==> src/plt_pkg.sv <==
`timescale 1ns / 1ps
// ----------------------------------------------------------------------------
// Positional list table package
// Shared command and status codes, payload structs and the per-cell control
// bundle for the positional list table.
// ----------------------------------------------------------------------------
package plt_pkg;

  localparam int unsigned CmdWidth    = 3;
  localparam int unsigned PosWidth    = 8;
  localparam int unsigned DataWidth   = 32;
  localparam int unsigned StatusWidth = 2;

  typedef enum logic [CmdWidth-1:0] {
    CMD_INSERT    = 3'd0,
    CMD_DELETE    = 3'd1,
    CMD_OVERWRITE = 3'd2,
    CMD_READ      = 3'd3,
    CMD_FIND      = 3'd4,
    CMD_CLEAR     = 3'd5
  } cmd_e;

  typedef enum logic [StatusWidth-1:0] {
    ST_OK       = 2'd0,
    ST_BADPOS   = 2'd1,
    ST_FULL     = 2'd2,
    ST_NOTFOUND = 2'd3
  } status_e;

  typedef struct packed {
    logic [CmdWidth-1:0]         command;
    logic [PosWidth-1:0]         position;
    logic signed [DataWidth-1:0] value;
  } plt_in_t;

  typedef struct packed {
    logic [StatusWidth-1:0]      status;
    logic signed [DataWidth-1:0] read_value;
    logic [PosWidth-1:0]         found_position;
    logic [PosWidth-1:0]         item_count;
    logic                        is_empty;
  } plt_out_t;

  // Broadcast to every cell; each cell decides from its own index what to do.
  typedef struct packed {
    logic ins;
    logic del;
    logic wr;
  } plt_cell_op_t;

endpackage

==> src/plt_cell.sv <==
`timescale 1ns / 1ps
// ----------------------------------------------------------------------------
// Positional list table cell
// Holds one list entry, shifts it to or from its neighbors and compares it
// against the search key.
// ----------------------------------------------------------------------------
module plt_cell #(
  parameter int unsigned VW  = 32,
  parameter int unsigned IW  = 7,
  parameter int unsigned CW  = 8,
  parameter int unsigned IDX = 0
) (
  input  logic                 clk_i,
  input  plt_pkg::plt_cell_op_t op_i,
  input  logic [IW-1:0]        pos_idx_i,
  input  logic [CW-1:0]        count_i,
  input  logic [VW-1:0]        left_i,
  input  logic [VW-1:0]        right_i,
  input  logic [VW-1:0]        new_i,
  input  logic [VW-1:0]        key_i,
  output logic [VW-1:0]        data_o,
  output logic                 match_o
);
  import plt_pkg::*;

  localparam logic [IW-1:0] MyIdx = IW'(IDX);
  localparam logic [CW-1:0] MyCnt = CW'(IDX);

  logic [VW-1:0] data_q, data_d;
  logic          at_pos, after_pos;

  assign at_pos    = (MyIdx == pos_idx_i);
  assign after_pos = (MyIdx > pos_idx_i);

  always_comb begin
    data_d = data_q;
    if (op_i.ins && at_pos) begin
      data_d = new_i;
    end else if (op_i.ins && after_pos) begin
      data_d = left_i;
    end else if (op_i.del && (at_pos || after_pos)) begin
      data_d = right_i;
    end else if (op_i.wr && at_pos) begin
      data_d = new_i;
    end
  end

  always_ff @(posedge clk_i) begin
    data_q <= data_d;
  end

  // Only entries inside the occupied part of the list may match.
  assign match_o = (MyCnt < count_i) && (data_q == key_i);
  assign data_o  = data_q;

endmodule

==> config.mk <==
export PLATFORM = sky130hd
export DESIGN_NAME = plt_cell
export DESIGN_NICKNAME = d
export VERILOG_FILES = /design/src/plt_pkg.sv /design/src/plt_cell.sv
export SDC_FILE = /design/constraint.sdc
export NUM_CORES = 1
export LEC_CHECK = 0
export ABC_AREA = 1
export BUFFER_PORTS_ARGS = -buffer_cell sky130_fd_sc_hd__buf_2
export CORE_UTILIZATION = 25
export CTS_BUF_LIST = sky130_fd_sc_hd__clkbuf_16
export CTS_CLUSTER_SIZE = 12
export DETAILED_ROUTE_END_ITERATION = 12
export PLACE_DENSITY = 0.51
export SLEW_MARGIN = 20
export SYNTH_ARGS = -nofsm -noshare
export SYNTH_HDL_FRONTEND = slang
export SYNTH_SLANG_ARGS = --single-unit
==> constraint.sdc <==
create_clock -name clk_i -period 2.4 [get_ports clk_i]
set_clock_uncertainty 0.2 [all_clocks]
set_input_delay 0.48 -clock clk_i [delete_from_list [all_inputs] [get_ports clk_i]]
set_output_delay 0.48 -clock clk_i [all_outputs]
set_load 0.05 [all_outputs]
==> impl_metrics.yaml <==
logic_synthesis:
  postSynthNetCount: 460
  synth_compound_gate_area_share_pct: 12.6
  ys_types: 18
  library_cell_with_the_highest_instance_count_after_synthesis: "inv_1"
  synthMuxAreaShare_pct: 0
  post_synth_inst_count: 313
  ys.warnings.count: 0
  synth_area_leaders: "edfxtp_1 41%, inv_1 15%, nand2_1 12%"
  synthTopCellsByCount: "94 x inv_1, 74 x nand2_1, 32 x edfxtp_1"
  synth_edf_count: 32
  synthesis.area_per_instance_sq_um: 7.58
  mappedNetlistArea_sq_um: 2370
  synthAdderAreaFrac_pct: 0
  dominant_combinational_cell_family_by_area_after_synthesis: "simple AND/OR/NAND/NOR gates"
  synth-xor-area-share_pct: 4.43
  ys_dominant_reg_cell: "edfxtp_1"
  ys_ff_latch: 32
  async_flop_share_pct: 0
  yosys.area_share.simple_pct: 24.0
  synth_area_leader_cell: "edfxtp_1"
  yosys.area.top_type_share_pct: 40.5
  share_of_synthesized_area_occupied_by_flip_flops_and_latches_pct: 40.5
clock_tree:
  cts.sink_count: 32
  cts_tree: "built"
  cts_htree_levels: 2
  cts.reportedPaths.clkPinSlew_ps: 50
  cts.path.max_buffers: 2
  holdBufCountCts: 0
  cts_post_setup_buffers_inserted: 0
  tritoncts.num_buffers: 5
  cts-root-buf: "clkbuf_16"
timing:
  timing.fmax_mhz: 448
  timing.final.max_slew_violations: 0
  grt_setup_unrepaired: "no"
  max_slew.worst_pin.slew_ps: 525
  fin_crit_sh_pct: 93.1
  setup_total_negative_slack_ps: 0
  timing.final.setup_violations: 0
  hold_violations: 0
  period_minus_slack_ps: 2230
  slew_headroom_pct: 65.0
global_route:
  largest_net_degree_at_the_start_of_global_routing: 41
  first_global_vias: 2006
  gr_util_met2_pct: 20.1
  met1_usage_pct: 12.9
  grt_pass1_wl_microns: 8750
  grt_remaining_overflow: 0
  grt.busiest_layer: "met2"
  grt_met3_use_pct: 2.67
  grt_antenna_before_repair: 0
  grt_use_total_pct: 11.2
floorplan:
  placement_rows: 35
  die-width_microns: 99.4
  coreArea_sq_um: 9200
  die_y_microns: 99.4
  die_area_sq_um: 9880
  initial_cell_density_of_the_core_pct: 25.8
  io-pin-count: 180
drt:
  route.final.wire_length_microns: 5590
  antenna_violating_nets_post_route: 0
  detailroute.via_count: 2193
  detail_route.first_pass.iterations: 4
  number_of_violations_reported_at_the_end_of_detailed_routing_iteration_0: 43
  via_per_inst: 3.81
  route.detailed.wl_per_inst_microns: 9.71
  drc: 0
power_and_ir_drop:
  cellLeakagePower_nw: 1.92
  power_density_over_the_cells_nw_per_um2: 423
  vdd_ir_drop_max_uv: 203
setup_path:
  startpoint: "data_o[29]"
  start_kind: "flop"
  setup.worst_path.class: "flop to primary output"
  worst-endpoint-required_ps: 1720
  timing.critical_path.fanout_max: 3
  worst_setup_path_end_kind: "primary output"
  crit_arrival_ps: 1550
  critPathCapture: "match_o"
flow_run:
  max_cap_viol_count: 0
layout:
  largest_register_ffs: 32
  layout.core_utilization_pct: 36.5
  finish.cell_count_without_fillers: 575
  design.final.nets: 611
  drive_above_1_share_pct: 46.8
  insertedDiodeCount: 0
  syn2layout_area_growth_pct: 41.5
place:
  finalWeightedCongestion: 0.724
  port_buffers: 147
  placed_cells_incl_taps: 568
  dp.final_hpwl_microns: 4680
hold_path:
  timing.hold.worst.class: "input pin to flop"
outcome:
  run_status: "completed"
==> area by class of cell <==
| class | instances | area, sq um |
|---|---|---|
| fillers | 1008 | 5840 |
| inverters | 99 | 372 |
| flip-flops and latches | 32 | 961 |
| clock inverters | 2 | 7.51 |
| clock buffers | 5 | 125 |
| repair buffers | 150 | 777 |
| well taps | 111 | 139 |
| multi-input cells | 176 | 975 |
==> timing repair <==
| action | 4_1_cts | 5_1_grt |
|---|---|---|
| gates resized for setup | 0 | 3 |
| hold endpoints to repair | 0 | 0 |
| setup endpoints to repair | 0 | 1 |
==> worst min path at each step <==
| stage | startpoint | to | depth (start not counted) |
|---|---|---|---|
| detailed placement | right_i[15] | data_o[15] | 3 |
| finish | right_i[31] | data_o[31] | 3 |
| floorplan | right_i[10] | data_o[10] | 2 |
| global placement | right_i[27] | data_o[27] | 3 |
| CTS | right_i[27] | data_o[27] | 3 |
| global route | right_i[19] | data_o[19] | 3 |
==> critical path: stages (launching register included) <==
cell and delay, ps:
edfxtp_1 390, nand2_1 90, nand2_1 60, nor2_1 80, nand2_1 80, nor2_1 130, nand3_1 160, nor2_2 130
buf_6 170
==> through the flow <==
step | cell area [sq um] | hold WS [ps] | setup WS [ps] | total power (W)
2_1_floorplan | 2370 | 457 | 168 | 0.000744
3_3_place_gp | 3220 | 558 | 139 | 0.000859
3_5_place_dp | 3220 | 560 | 134 | 0.000864
4_1_cts | 3350 | 276 | 15.9 | 0.00146
5_1_grt | 3360 | 286 | 13.1 | 0.00150
6_report | 3360 | 284 | 166 | 0.00142
==> layer usage <==
metal  share of wire (%)  wire length (microns)
met3                 6.4                    357
met1                  42                   2330
met5                   0                      0
met4                 1.1                     59
met2                  51                   2840
==> logic make-up after synthesis <==
family,after synthesis
AO/OA/AOI/OAI,36
XOR/XNOR,12
buffers and inverters,105
flip-flops,32
AND/OR/NAND/NOR,128
==> power by group <==
part | internal (W) | switching [W]
registers | 0.000620 | 0.00000212
logic | 0.000119 | 0.000107
clock network | 0.000370 | 0.000202
==> cells in the final DEF, fill, tap and decap left out, drive strengths merged <==
cell,instances
xnor2,11
o21ai,35
edfxtp,32
xor2,1
inv,99
nor2b,1
nand2,94
buf,150
or2,2
o31a,1
nor2,26
nor3,1
nand3,4
clkinv,2
clkbuf,5
Note: power is estimated with default switching activity, not from simulation.
